--- config.mk ---
export PLATFORM = sky130hd
export DESIGN_NAME = double_ended_queue_with_reverse
export DESIGN_NICKNAME = d
export VERILOG_FILES = /design/src/sv/dq_pkg.sv /design/src/sv/double_ended_queue_with_reverse.sv /design/src/sv/dq_ram.sv /design/src/sv/dq_core.sv
export SDC_FILE = /design/constraint.sdc
export NUM_CORES = 2
export LEC_CHECK = 0
export ABC_CLOCK_PERIOD_IN_PS = 8700
export BUFFER_PORTS_ARGS = -buffer_cell sky130_fd_sc_hd__clkbuf_2
export CORE_MARGIN = 2
export CORE_UTILIZATION = 60
export DETAILED_ROUTE_END_ITERATION = 6
export PLACE_DENSITY_LB_ADDON = 0.08
export SYNTH_ARGS = -nofsm -noshare
export SYNTH_HDL_FRONTEND = slang
export SYNTH_SLANG_ARGS = --single-unit
--- constraint.sdc ---
create_clock -name clk -period 8.7 [get_ports clk]
set_input_delay 2.175 -clock clk [delete_from_list [all_inputs] [get_ports clk]]
set_output_delay 2.175 -clock clk [all_outputs]
set_load 0.02 [all_outputs]
--- src/sv/dq_pkg.sv ---
// ----------------------------------------------------------------------------
// dq_pkg
// Shared types and constants for the double-ended queue with reverse.
// ----------------------------------------------------------------------------
package dq_pkg;

  localparam int DEPTH      = 64;
  localparam int DATA_WIDTH = 32;
  localparam int ADDR_W     = $clog2(DEPTH);
  localparam int CNT_W      = $clog2(DEPTH + 1);
  localparam int CMD_W      = 3;
  localparam int STAT_W     = 2;

  // stream payload widths, padded to whole bytes
  localparam int IN_BITS   = CMD_W + DATA_WIDTH;
  localparam int IN_TDW    = ((IN_BITS + 7) / 8) * 8;
  localparam int OUT_BITS  = 3 * DATA_WIDTH + CNT_W + STAT_W;
  localparam int OUT_TDW   = ((OUT_BITS + 7) / 8) * 8;

  typedef enum logic [CMD_W-1:0] {
    CMD_PUSH_FRONT = 3'd0,
    CMD_PUSH_REAR  = 3'd1,
    CMD_POP_FRONT  = 3'd2,
    CMD_POP_REAR   = 3'd3,
    CMD_REVERSE    = 3'd4,
    CMD_QUERY      = 3'd5
  } cmd_t;

  typedef enum logic [STAT_W-1:0] {
    ST_OK        = 2'd0,
    ST_POP_EMPTY = 2'd1,
    ST_PUSH_FULL = 2'd2
  } status_t;

  typedef enum logic {
    S_IDLE = 1'b0,
    S_DONE = 1'b1
  } fsm_t;

  typedef struct packed {
    logic                  we;
    logic [ADDR_W-1:0]     waddr;
    logic [DATA_WIDTH-1:0] wdata;
    logic [ADDR_W-1:0]     raddr;
  } mem_req_t;

  typedef struct packed {
    logic [DATA_WIDTH-1:0] popped;
    logic [DATA_WIDTH-1:0] front;
    logic [DATA_WIDTH-1:0] rear;
    logic [CNT_W-1:0]      occupancy;
    status_t               status;
  } result_t;

endpackage

--- src/sv/double_ended_queue_with_reverse.sv ---
// ----------------------------------------------------------------------------
// double_ended_queue_with_reverse
// Bounded deque of 32-bit signed words with push/pop at both ends, O(1)
// reverse and query; one result beat per command.
// ----------------------------------------------------------------------------
// In the accept cycle the pointers, count and direction flag update and the
// RAM is written (push) or read (pop, to refill the new end word); in the
// next cycle the registered RAM read returns, and the result is loaded into
// the output register as soon as that register is free. Because the single
// 64-entry store has registered reads, a new command is not accepted until
// the last result has been loaded. A finished result may wait in the output
// register while the next command is accepted and worked on; that command
// then holds in its completion state until the register frees up.
// Front and rear words are kept in registers, so every result reports them
// without further RAM reads. Pop on empty gives status 1, push on full gives
// status 2, and neither changes the queue. Command codes 6 and 7 act as query.
// ----------------------------------------------------------------------------
module double_ended_queue_with_reverse (
  input  logic                       clk,
  input  logic                       rst_n,
  input  logic                       in_tvalid,
  output logic                       in_tready,
  input  logic [dq_pkg::IN_TDW-1:0]  in_tdata,   // cmd[2:0], value[34:3], pad
  output logic                       out_tvalid,
  input  logic                       out_tready,
  output logic [dq_pkg::OUT_TDW-1:0] out_tdata   // popped_value[31:0],
                                                 // front_value[63:32],
                                                 // rear_value[95:64],
                                                 // occupancy[102:96],
                                                 // status[104:103], pad
);
  import dq_pkg::*;

  fsm_t                  state_r, state_nxt;
  logic                  out_valid_r, out_valid_nxt;
  logic [OUT_TDW-1:0]    out_data_r, out_data_nxt;

  logic                  in_fire;     // command beat accepted
  logic                  done;        // result moves to output register
  logic                  slot_free;   // output register free this cycle
  cmd_t                  cmd;
  logic [DATA_WIDTH-1:0] value;
  mem_req_t              mem_req;
  result_t               result;
  logic [DATA_WIDTH-1:0] rd_data;

  assign cmd       = cmd_t'(in_tdata[CMD_W-1:0]);
  assign value     = in_tdata[CMD_W +: DATA_WIDTH];
  assign in_fire   = in_tvalid && in_tready;
  assign slot_free = !out_valid_r || out_tready;

  // --- sequencer: next state ---
  always_comb begin
    state_nxt = state_r;
    unique case (state_r)
      S_IDLE: begin
        if (in_tvalid) begin
          state_nxt = S_DONE;
        end
      end
      S_DONE: begin
        if (slot_free) begin
          state_nxt = S_IDLE;
        end
      end
      default: state_nxt = S_IDLE;
    endcase
  end

  // --- sequencer: outputs ---
  always_comb begin
    in_tready = 1'b0;
    done      = 1'b0;
    unique case (state_r)
      S_IDLE:  in_tready = 1'b1;
      S_DONE:  done      = slot_free;
      default: begin
        in_tready = 1'b0;
        done      = 1'b0;
      end
    endcase
  end

  dq_ram #(
    .WIDTH (DATA_WIDTH),
    .DEPTH (DEPTH)
  ) u_ram (
    .clk   (clk),
    .we    (mem_req.we),
    .waddr (mem_req.waddr),
    .wdata (mem_req.wdata),
    .raddr (mem_req.raddr),
    .rdata (rd_data)
  );

  dq_core u_core (
    .clk     (clk),
    .rst_n   (rst_n),
    .accept  (in_fire),
    .cmd     (cmd),
    .value   (value),
    .rd_data (rd_data),
    .mem_req (mem_req),
    .result  (result)
  );

  // --- output register ---
  always_comb begin
    out_valid_nxt = out_valid_r;
    out_data_nxt  = out_data_r;
    if (out_tready) begin
      out_valid_nxt = 1'b0;
    end
    if (done) begin
      out_valid_nxt = 1'b1;
      out_data_nxt  = OUT_TDW'({result.status, result.occupancy, result.rear,
                                result.front, result.popped});
    end
  end

  always_ff @(posedge clk) begin
    if (!rst_n) begin
      state_r     <= S_IDLE;
      out_valid_r <= 1'b0;
    end else begin
      state_r     <= state_nxt;
      out_valid_r <= out_valid_nxt;
    end
  end

  always_ff @(posedge clk) begin
    out_data_r <= out_data_nxt;
  end

  assign out_tvalid = out_valid_r;
  assign out_tdata  = out_data_r;

  a_done_after_accept: assert property (@(posedge clk) disable iff (!rst_n)
    in_fire |=> state_r == S_DONE && !in_tready)
    else $error("top: accepted beat did not enter completion");

  a_done_loads: assert property (@(posedge clk) disable iff (!rst_n)
    done |=> out_tvalid)
    else $error("top: completed result not presented");

  a_no_overwrite: assert property (@(posedge clk) disable iff (!rst_n)
    out_valid_r && !out_tready |-> !done)
    else $error("top: result overwrote a waiting beat");

endmodule

--- src/sv/dq_ram.sv ---
// ----------------------------------------------------------------------------
// dq_ram
// Generic single-write, single-read RAM with registered read data.
// ----------------------------------------------------------------------------
module dq_ram #(
  parameter int WIDTH = 32,
  parameter int DEPTH = 64
) (
  input  logic                     clk,
  input  logic                     we,
  input  logic [$clog2(DEPTH)-1:0] waddr,
  input  logic [WIDTH-1:0]         wdata,
  input  logic [$clog2(DEPTH)-1:0] raddr,
  output logic [WIDTH-1:0]         rdata
);

  logic [WIDTH-1:0] mem [DEPTH];

  always_ff @(posedge clk) begin
    if (we) begin
      mem[waddr] <= wdata;
    end
    rdata <= mem[raddr];
  end

endmodule

--- src/sv/dq_core.sv ---
// ----------------------------------------------------------------------------
// dq_core
// End pointer, count, direction flag and cached end words; issues the RAM
// write for a push and the RAM read that refills an end word after a pop.
// ----------------------------------------------------------------------------
module dq_core (
  input  logic                           clk,
  input  logic                           rst_n,
  input  logic                           accept,
  input  dq_pkg::cmd_t                   cmd,
  input  logic [dq_pkg::DATA_WIDTH-1:0]  value,
  input  logic [dq_pkg::DATA_WIDTH-1:0]  rd_data,
  output dq_pkg::mem_req_t               mem_req,
  output dq_pkg::result_t                result
);
  import dq_pkg::*;

  logic [ADDR_W-1:0]     lo_idx_r, lo_idx_nxt;
  logic [CNT_W-1:0]      cnt_r, cnt_nxt;
  logic                  rev_r, rev_nxt;
  logic [DATA_WIDTH-1:0] hi_word_r, hi_word_nxt;
  logic [DATA_WIDTH-1:0] lo_word_r, lo_word_nxt;
  logic [DATA_WIDTH-1:0] popped_r, popped_nxt;
  status_t               status_r, status_nxt;
  logic                  upd_hi_r, upd_hi_nxt;   // refill high end from RAM
  logic                  upd_lo_r, upd_lo_nxt;   // refill low end from RAM

  logic                  empty, full, to_high, from_high;
  logic [ADDR_W-1:0]     cnt_lo;
  logic [DATA_WIDTH-1:0] hi_eff, lo_eff;

  assign empty     = (cnt_r == '0);
  assign full      = (cnt_r == CNT_W'(DEPTH));
  assign cnt_lo    = cnt_r[ADDR_W-1:0];
  assign to_high   = (cmd == CMD_PUSH_FRONT) ^ rev_r;
  assign from_high = (cmd == CMD_POP_FRONT) ^ rev_r;

  always_comb begin
    lo_idx_nxt    = lo_idx_r;
    cnt_nxt       = cnt_r;
    rev_nxt       = rev_r;
    hi_word_nxt   = hi_word_r;
    lo_word_nxt   = lo_word_r;
    popped_nxt    = popped_r;
    status_nxt    = status_r;
    upd_hi_nxt    = upd_hi_r;
    upd_lo_nxt    = upd_lo_r;
    mem_req.we    = 1'b0;
    mem_req.waddr = ADDR_W'(lo_idx_r + cnt_lo);
    mem_req.wdata = value;
    mem_req.raddr = ADDR_W'(lo_idx_r + cnt_lo - ADDR_W'(2));

    if (accept) begin
      popped_nxt = '0;
      status_nxt = ST_OK;
      upd_hi_nxt = 1'b0;
      upd_lo_nxt = 1'b0;
      case (cmd) inside
        CMD_PUSH_FRONT, CMD_PUSH_REAR: begin
          if (full) begin
            status_nxt = ST_PUSH_FULL;
          end else begin
            mem_req.we = 1'b1;
            cnt_nxt    = cnt_r + CNT_W'(1);
            if (to_high) begin
              hi_word_nxt = value;
              if (empty) begin
                lo_word_nxt = value;
              end
            end else begin
              lo_idx_nxt    = lo_idx_r - ADDR_W'(1);
              mem_req.waddr = lo_idx_r - ADDR_W'(1);
              lo_word_nxt   = value;
              if (empty) begin
                hi_word_nxt = value;
              end
            end
          end
        end
        CMD_POP_FRONT, CMD_POP_REAR: begin
          if (empty) begin
            status_nxt = ST_POP_EMPTY;
          end else begin
            cnt_nxt = cnt_r - CNT_W'(1);
            if (from_high) begin
              popped_nxt = hi_word_r;
              if (cnt_r == CNT_W'(2)) begin
                hi_word_nxt = lo_word_r;
              end else begin
                upd_hi_nxt = (cnt_r > CNT_W'(2));
              end
            end else begin
              popped_nxt    = lo_word_r;
              lo_idx_nxt    = lo_idx_r + ADDR_W'(1);
              mem_req.raddr = lo_idx_r + ADDR_W'(1);
              if (cnt_r == CNT_W'(2)) begin
                lo_word_nxt = hi_word_r;
              end else begin
                upd_lo_nxt = (cnt_r > CNT_W'(2));
              end
            end
          end
        end
        CMD_REVERSE: begin
          rev_nxt = ~rev_r;
        end
        default: begin
          // query and the unused codes change nothing
        end
      endcase
    end

    // refill read data is only valid the cycle after the pop; capture it
    // there so a stalled result keeps the right end word
    if (upd_hi_r || upd_lo_r) begin
      hi_word_nxt = hi_eff;
      lo_word_nxt = lo_eff;
      upd_hi_nxt  = 1'b0;
      upd_lo_nxt  = 1'b0;
    end
  end

  // end words as seen after the refill read lands
  assign hi_eff = upd_hi_r ? rd_data : hi_word_r;
  assign lo_eff = upd_lo_r ? rd_data : lo_word_r;

  always_comb begin
    result.popped    = popped_r;
    result.occupancy = cnt_r;
    result.status    = status_r;
    if (empty) begin
      result.front = '0;
      result.rear  = '0;
    end else begin
      result.front = rev_r ? lo_eff : hi_eff;
      result.rear  = rev_r ? hi_eff : lo_eff;
    end
  end

  always_ff @(posedge clk) begin
    if (!rst_n) begin
      lo_idx_r <= '0;
      cnt_r    <= '0;
      rev_r    <= 1'b0;
      upd_hi_r <= 1'b0;
      upd_lo_r <= 1'b0;
    end else begin
      lo_idx_r <= lo_idx_nxt;
      cnt_r    <= cnt_nxt;
      rev_r    <= rev_nxt;
      upd_hi_r <= upd_hi_nxt;
      upd_lo_r <= upd_lo_nxt;
    end
  end

  always_ff @(posedge clk) begin
    hi_word_r <= hi_word_nxt;
    lo_word_r <= lo_word_nxt;
    popped_r  <= popped_nxt;
    status_r  <= status_nxt;
  end

  a_cnt_range: assert property (@(posedge clk) disable iff (!rst_n)
    cnt_r <= CNT_W'(DEPTH))
    else $error("dq_core: count above depth");

  a_push_grow: assert property (@(posedge clk) disable iff (!rst_n)
    accept && (cmd == CMD_PUSH_FRONT || cmd == CMD_PUSH_REAR) && !full
    |=> cnt_r == $past(cnt_r) + CNT_W'(1))
    else $error("dq_core: push did not grow count");

  a_full_hold: assert property (@(posedge clk) disable iff (!rst_n)
    accept && (cmd == CMD_PUSH_FRONT || cmd == CMD_PUSH_REAR) && full
    |=> cnt_r == $past(cnt_r) && lo_idx_r == $past(lo_idx_r) && status_r == ST_PUSH_FULL)
    else $error("dq_core: refused push changed state");

  a_we_on_accept: assert property (@(posedge clk) disable iff (!rst_n)
    mem_req.we |-> accept)
    else $error("dq_core: RAM write outside a command");

  a_one_refill: assert property (@(posedge clk) disable iff (!rst_n)
    !(upd_hi_r && upd_lo_r))
    else $error("dq_core: both ends pending refill");

endmodule
Yosys cells after proc, flatten, opt, wreduce, memory -nomap -nowiden
Memory sizes are Yosys's and may differ from the RTL's. A register that Yosys moved wholly into a read port is not among the register bits.
Cells that the tools add are included.
{ "totals": {"register_bits": 221, "memories": 1, "ram_bits": 2048} }
{ "op_classes": {"n_lt_le_gt_ge": 1, "muxes": 65, "reduce_logical": 21, "n_eq_ne": 15, "bitwise": 7, "n_addsub": 6} }
{ "memory_table": {"columns": ["memory", "depth", "word_bits", "read_ports", "rd_clocked_by_memory_dff", "write_ports", "line", "text"], "rows": [
  ["u_ram.mem", 64, 32, 1, 1, 1, "dq_ram.sv:17", "logic [WIDTH-1:0] mem [DEPTH];"]
]} }
{ "ops": {"columns": ["op", "n"], "rows": [
  ["$mux W32", 24],
  ["$mux W6", 12],
  ["$mux W7", 7],
  ["$mux W1", 18],
  ["$reduce_and A7 Y1", 2],
  ["$ne A3 B3 Y1 const B", 3],
  ["$reduce_bool A3 Y1", 3],
  ["$ne A2 B2 Y1 const B", 4],
  ["$reduce_and A4 Y1", 2],
  ["$add A7 B1 Y7 const B", 1],
  ["$eq A7 B2 Y1 const B", 1],
  ["$eq A7 B7 Y1 const B", 1],
  ["$gt A7 B2 Y1 const B", 1],
  ["$logic_not A7 Y1", 1],
  ["$sub A7 B1 Y7 const B", 1],
  ["$add A6 B1 Y6 const B", 1],
  ["$add A6 B6 Y6", 1],
  ["$eq A3 B2 Y1 const B", 2],
  ["$mux W2", 3],
  ["$reduce_and A6 Y1", 1],
  ["$reduce_bool A2 Y1", 3],
  ["$reduce_or A2 Y1", 3],
  ["$sub A6 B1 Y6 const B", 1],
  ["$sub A6 B2 Y6 const B", 1],
  ["other kinds (12)", 18]
]} }

Logic depth before layout (Yosys ltp)
{ "logic_depth": {"word_depth": 8, "ltp_mapped": 14, "mapped_depth_nobuf": 11} }

By module
A second synthesis with hierarchy kept.
{ "hier_totals": {"hier_cells": 4288, "hier_area_um2": 89809.9} }
{ "modules_own_cells": {"columns": ["module", "seq_area_each_um2", "cells_each", "n_inst", "area_per_inst_um2"], "rows": [
  ["dq_ram", 62139.6, 3324, 1, 78525.3],
  ["dq_core", 3263.1, 842, 1, 7972.6],
  ["double_ended_queue_with_reverse", 3193.1, 122, 1, 3311.9]
]} }

Least setup slack after synthesis
OpenSTA, ideal clock, no wires.
{ "synth_path": {"path_type": "input to register", "from": "input in_tvalid", "to": "memory u_ram.mem[30][0], enable pin", "t_arrival_ps": 7421, "stages": 6, "setup_time_ps": 461, "t_required_ps": 8239, "setup_slack_ps": 818, "n_path_buf": 1, "cell_sequence": "nor2b_1 nand4_1 clkbuf_1 o21ai_0 nand3_1 nor3_1"} }
{ "synth_between": {"elab_chain_cells": 4} }
{ "synth_lines": {"columns": ["item", "line", "text"], "rows": [
  ["from (decl)", "double_ended_queue_with_reverse.sv:21", "input logic in_tvalid,"],
  ["$logic_and A1 B1 Y1 *", "double_ended_queue_with_reverse.sv:49", "assign in_fire = in_tvalid && in_tready;"],
  ["$mux W7 *", "dq_core.sv:53", "if (accept) begin"],
  ["$mux W1", "dq_ram.sv:20", "if (we) begin"],
  ["$mux W1 (not written as such)", "dq_ram.sv:21", "mem[waddr] <= wdata;"],
  ["to (decl)", "dq_ram.sv:17", null]
]} }
Every way passes the cells marked *; elsewhere a longest branch is shown, timed or not.

Final worst setup path
{ "layout_path": {"from": "input in_tdata[1] (netlist name)", "to": "memory u_ram.mem[47][26], enable pin"} }
{ "layout_between": {"elab_chain_cells": 6, "elab_cells_between_ends": 10, "cone_classes": "eq/ne (1); mux (6); bitwise (1); reduce/logical (2)"} }
{ "layout_lines": {"columns": ["item", "line", "text"], "rows": [
  ["from (decl)", "double_ended_queue_with_reverse.sv:23", "input logic [dq_pkg::IN_TDW-1:0] in_tdata,"],
  ["$eq A3 B1 Y1 (no source line) / $logic_not A3 Y1 (equally long branches)", null, null],
  ["$reduce_or A2 Y1 / $xor A1 B1 Y1 (equally long branches)", "dq_core.sv:58, dq_core.sv:35", null],
  ["$mux W7 *", "dq_core.sv:58", "case (cmd) inside"],
  ["$mux W7 *", "dq_core.sv:53", null],
  ["$mux W1 / $mux W7 (equally long branches)", "dq_ram.sv:20, dq_core.sv:58", null],
  ["$mux W1 (not written as such) / $mux W7 (equally long branches)", "dq_ram.sv:21, dq_core.sv:53", null]
]} }
Marks and branches as above.

==> impl_results.md <==
* Top-count cell post-synth: edfxtp_1
* Reg power frac at 46.1%
* WL final at 221300 µm
* Die width at 390.0 µm
* Post-Syn Area per Cell at slightly below 20 µm²
* Initial Util at about 60%
* Fin Setup TNS at 0 ns
* Finished Core Util at about two thirds
* Vias in the first global route at between 40000 and 50000
* Required @ worst endpoint at 9.18 ns
* Synthesis-stage register bit count at around 2300
* GR Util met2 at around 45%
* Worst slew pin tran at about 1.5 ns
* TritonCTS clock tree: built
* Max-Slew Margin vs Limit at -0.6118%
* Max-slew violations at 9
* Tot Pwr at around 27 mW
* Yosys top cell area share at between 70 and 80%
* Share of cells above drive strength 1 at between 20% and 30%
* Sw Pwr at about 7.5 mW
* Area delta synth->final at 12.66%
* Initial antenna violation count at 5
* GP Congestion at about 0.84
* Clk pwr share at between 30% and 40%
* Synth area leader: edfxtp_1
* Syn Std Cell Area at about 90000 µm²
* First DRT Iteration DRCs at between 5000 and 6000
* Leakage at 32.57 nW
* Post-CTS sizing at 0
* EDFF count, synth at about 2300
* Final setup viols at 0
* Combinational Power Share at approximately 18%
* Sequential area share after synthesis at roughly 77%
* Largest net degree at the start of global routing at ~110
* Vias at 46570
* Num rows at approximately 140
* CP endpoint kind: register
* Peak VDD IR at 0.0002007 V
* RSZ-0062 raised after global routing: false
* Total gr overflow at 0
* Status: finished with violations
* Hold-fix buffers, CTS at 0
* Cells after DPL at between 6000 and 7000
* Most common library cells after synthesis: edfxtp_1 (2251), mux4_2 (416), nand2_1 (364)
* HP Class: register to register
* Clk_skew at around 0.025 ns
* Fin cells at 6962
* Met1 usage in global routing at 43.64%
* Area contributors post-synth: edfxtp_1 (76%), mux4_2 (10%), nand2_1 (1.5%)
* GRT busiest layer: met2
* Cells after synthesis at 4572
* Via/cell ratio at 6.689
* Critical setup path kind: primary input to register
* Total GRT Usage at between 20% and 30%
* Switching Share at 27.48%
* Die Ht at approximately 400 µm
* Fill count at about 9400
* Unique masters post-synth at 65
* Arrival time of the worst setup path at about 7.3 ns
* Fmax achieved at about 0.15 GHz
* Dominant synthesized flop cell: edfxtp_1
* I/O Pins at 158
* Antenna cells at 0
* Longest Clk Path Bufs at 3
* Synth warnings at 0
* Period utilisation layout at 77.96%
* Failing checks: capacitance limit, slew limit
* Latest clock arrival within the worst-skew pair at about 0.86 ns
* Area of the core at approximately 150000 µm²
* Clock Root Buffer: clkbuf_16
* Fin. Hold Viols at 0
* HPWL Detailed at 123200 µm
* Final Critical Period at slightly below 7 ns
* Internal at approximately 20 mW
* CTS Buf Count at 220
* GR Layer Usage met3 at 5.695%
* CTS clk-pin slew, worst paths at 0.06 ns
* Setup Fix Bufs, Post-CTS at 0
* Critical Path Start Type: primary input
* Fin nets at slightly below 5000
* H-tree Lvls at 4
* FFs w/ async S/R, synth at 0%
* Number of I/O port buffers at between 100 and 150
* DRT antenna net count at 0
* Sink Count at around 2300
* PwrDens at ~270 nW/µm²
* Die Footprint at between 150000 and 200000 µm²
* Average wire per standard cell at around 32 µm
* Maxcap violations at 1
* DRC viols at 0
* Detailed Routing Iterations Pass 1 at 6
* First-pass GRT wire length at 316800 µm
* Crit-path max FO at 46
[through the flow]
step           instance area, µm²  setup slack [ns]  hold slack (ns)
5_1_grt                    100700             1.638           0.4198
3_3_place_gp                93380             1.205           0.4023
2_1_floorplan               89430            0.8181           0.4003
3_5_place_dp                93400             1.112           0.4045
6_report                   100700             1.917           0.4148
4_1_cts                    100700             2.001           0.4181
[routing by layer]
layer / routed length, µm / vias to the layer above
met5: 0 / -
met4: 7292 / 0
met3: 21890 / 357
met2: 102100 / 2433
met1: 89940 / 24340
li1: - / 19450
[power groups by stage]
stage	combinational [mW]	sequential, mW	clock (mW)
finish	5.02	12.6	9.65
floorplan	2.89	12.7	0
CTS	4.99	12.6	9.76
global placement	4.93	12.8	0
detailed placement	4.97	12.8	0
global route	5.26	12.6	10.2
[layout by cell type, fill, tap and decap left out, types with 12 or more instances in the layout]
master        n
clkinv_1     39
clkbuf_8     12
xnor2_1      15
bufinv_16    26
mux2i_1     126
mux4_2      416
edfxtp_1   2251
a22o_1      100
clkinv_2     39
o221ai_1     23
a221oi_1     57
o21ai_0      19
clkbuf_16   222
a21oi_1     113
a221o_1      46
dfxtp_1      47
nor2_4       64
and2_1       43
clkbuf_2    145
a32oi_1      55
buf_4       164
clkbuf_1     49
a22oi_1      31
inv_1        12
nand3_1      95
a211oi_1    131
a31oi_1      41
nor2_1       34
nor2b_1      71
ha_1         13
nand2_1     364
[path summary, 6_finish.rpt]
path | from | to | slack (ns) | cells past startpoint
worst max-delay path | in_tdata[1] | u_ram.mem[47][26]$_DFFE_PP_ | 1.92 | 8
worst min-delay path | u_core.popped_r[20]$_SDFFCE_PP0P_ | out_tdata[20]$_DFFE_PP_ | 0.41 | 0
worst max register to register | u_core.cnt_r[1]$_SDFFE_PN0P_ | u_ram.mem[47][26]$_DFFE_PP_ | 2.82 | 9
worst min register to register | u_core.popped_r[20]$_SDFFCE_PP0P_ | out_tdata[20]$_DFFE_PP_ | 0.41 | 0
[flip-flops by register name, summed over array words and instances (netlist names)]
| name | count |
|---|---|
| out_tvalid | 1 |
| u_core.upd_lo_r | 1 |
| u_core.upd_hi_r | 1 |
| u_ram.rdata | 32 |
| u_core.lo_idx_r | 6 |
| u_core.popped_r | 32 |
| u_core.lo_word_r | 32 |
| state_r | 1 |
| u_core.status_r | 2 |
| out_tdata | 105 |
| u_core.hi_word_r | 32 |
| u_core.rev_r | 1 |
| u_ram.mem | 2048 |
| u_core.cnt_r | 7 |
[worst max-delay path, cell delays in order]
cell and delay, ns:
clkbuf_2 0.16, nor2_4 0.14, buf_4 0.45, nand4_1 0.66, mux2i_1 1.00, nand4_1 1.21, nor2_4 0.94, buf_4 0.47
[cell type report]
| cell class | instances | area [µm²] | area share, % |
|---|---|---|---|
| tap | 1930 | 2415 | 2.397 |
| clock buffer | 283 | 5904 | 5.861 |
| timing repair buffer | 321 | 2192 | 2.176 |
| inverter | 13 | 48.80 | 0.04844 |
| clock inverter | 133 | 1428 | 1.417 |
| sequential | 2301 | 68600 | 68.10 |
| multi-input combinational | 1981 | 20140 | 20.00 |
[kinds of logic after synthesis]
| group | after synthesis | share of synthesized area [%] |
|---|---|---|
| other | 1 | 0.004194 |
| XOR/XNOR | 30 | 0.3260 |
| buffers and inverters | 296 | 1.472 |
| adder cells (fa/ha/maj) | 15 | 0.2267 |
| AND/OR/NAND/NOR | 720 | 3.623 |
| multiplexers | 550 | 12.00 |
| AO/OA/AOI/OAI | 659 | 5.631 |
| flip-flops | 2301 | 76.72 |
(Power assumes the default switching activity.)
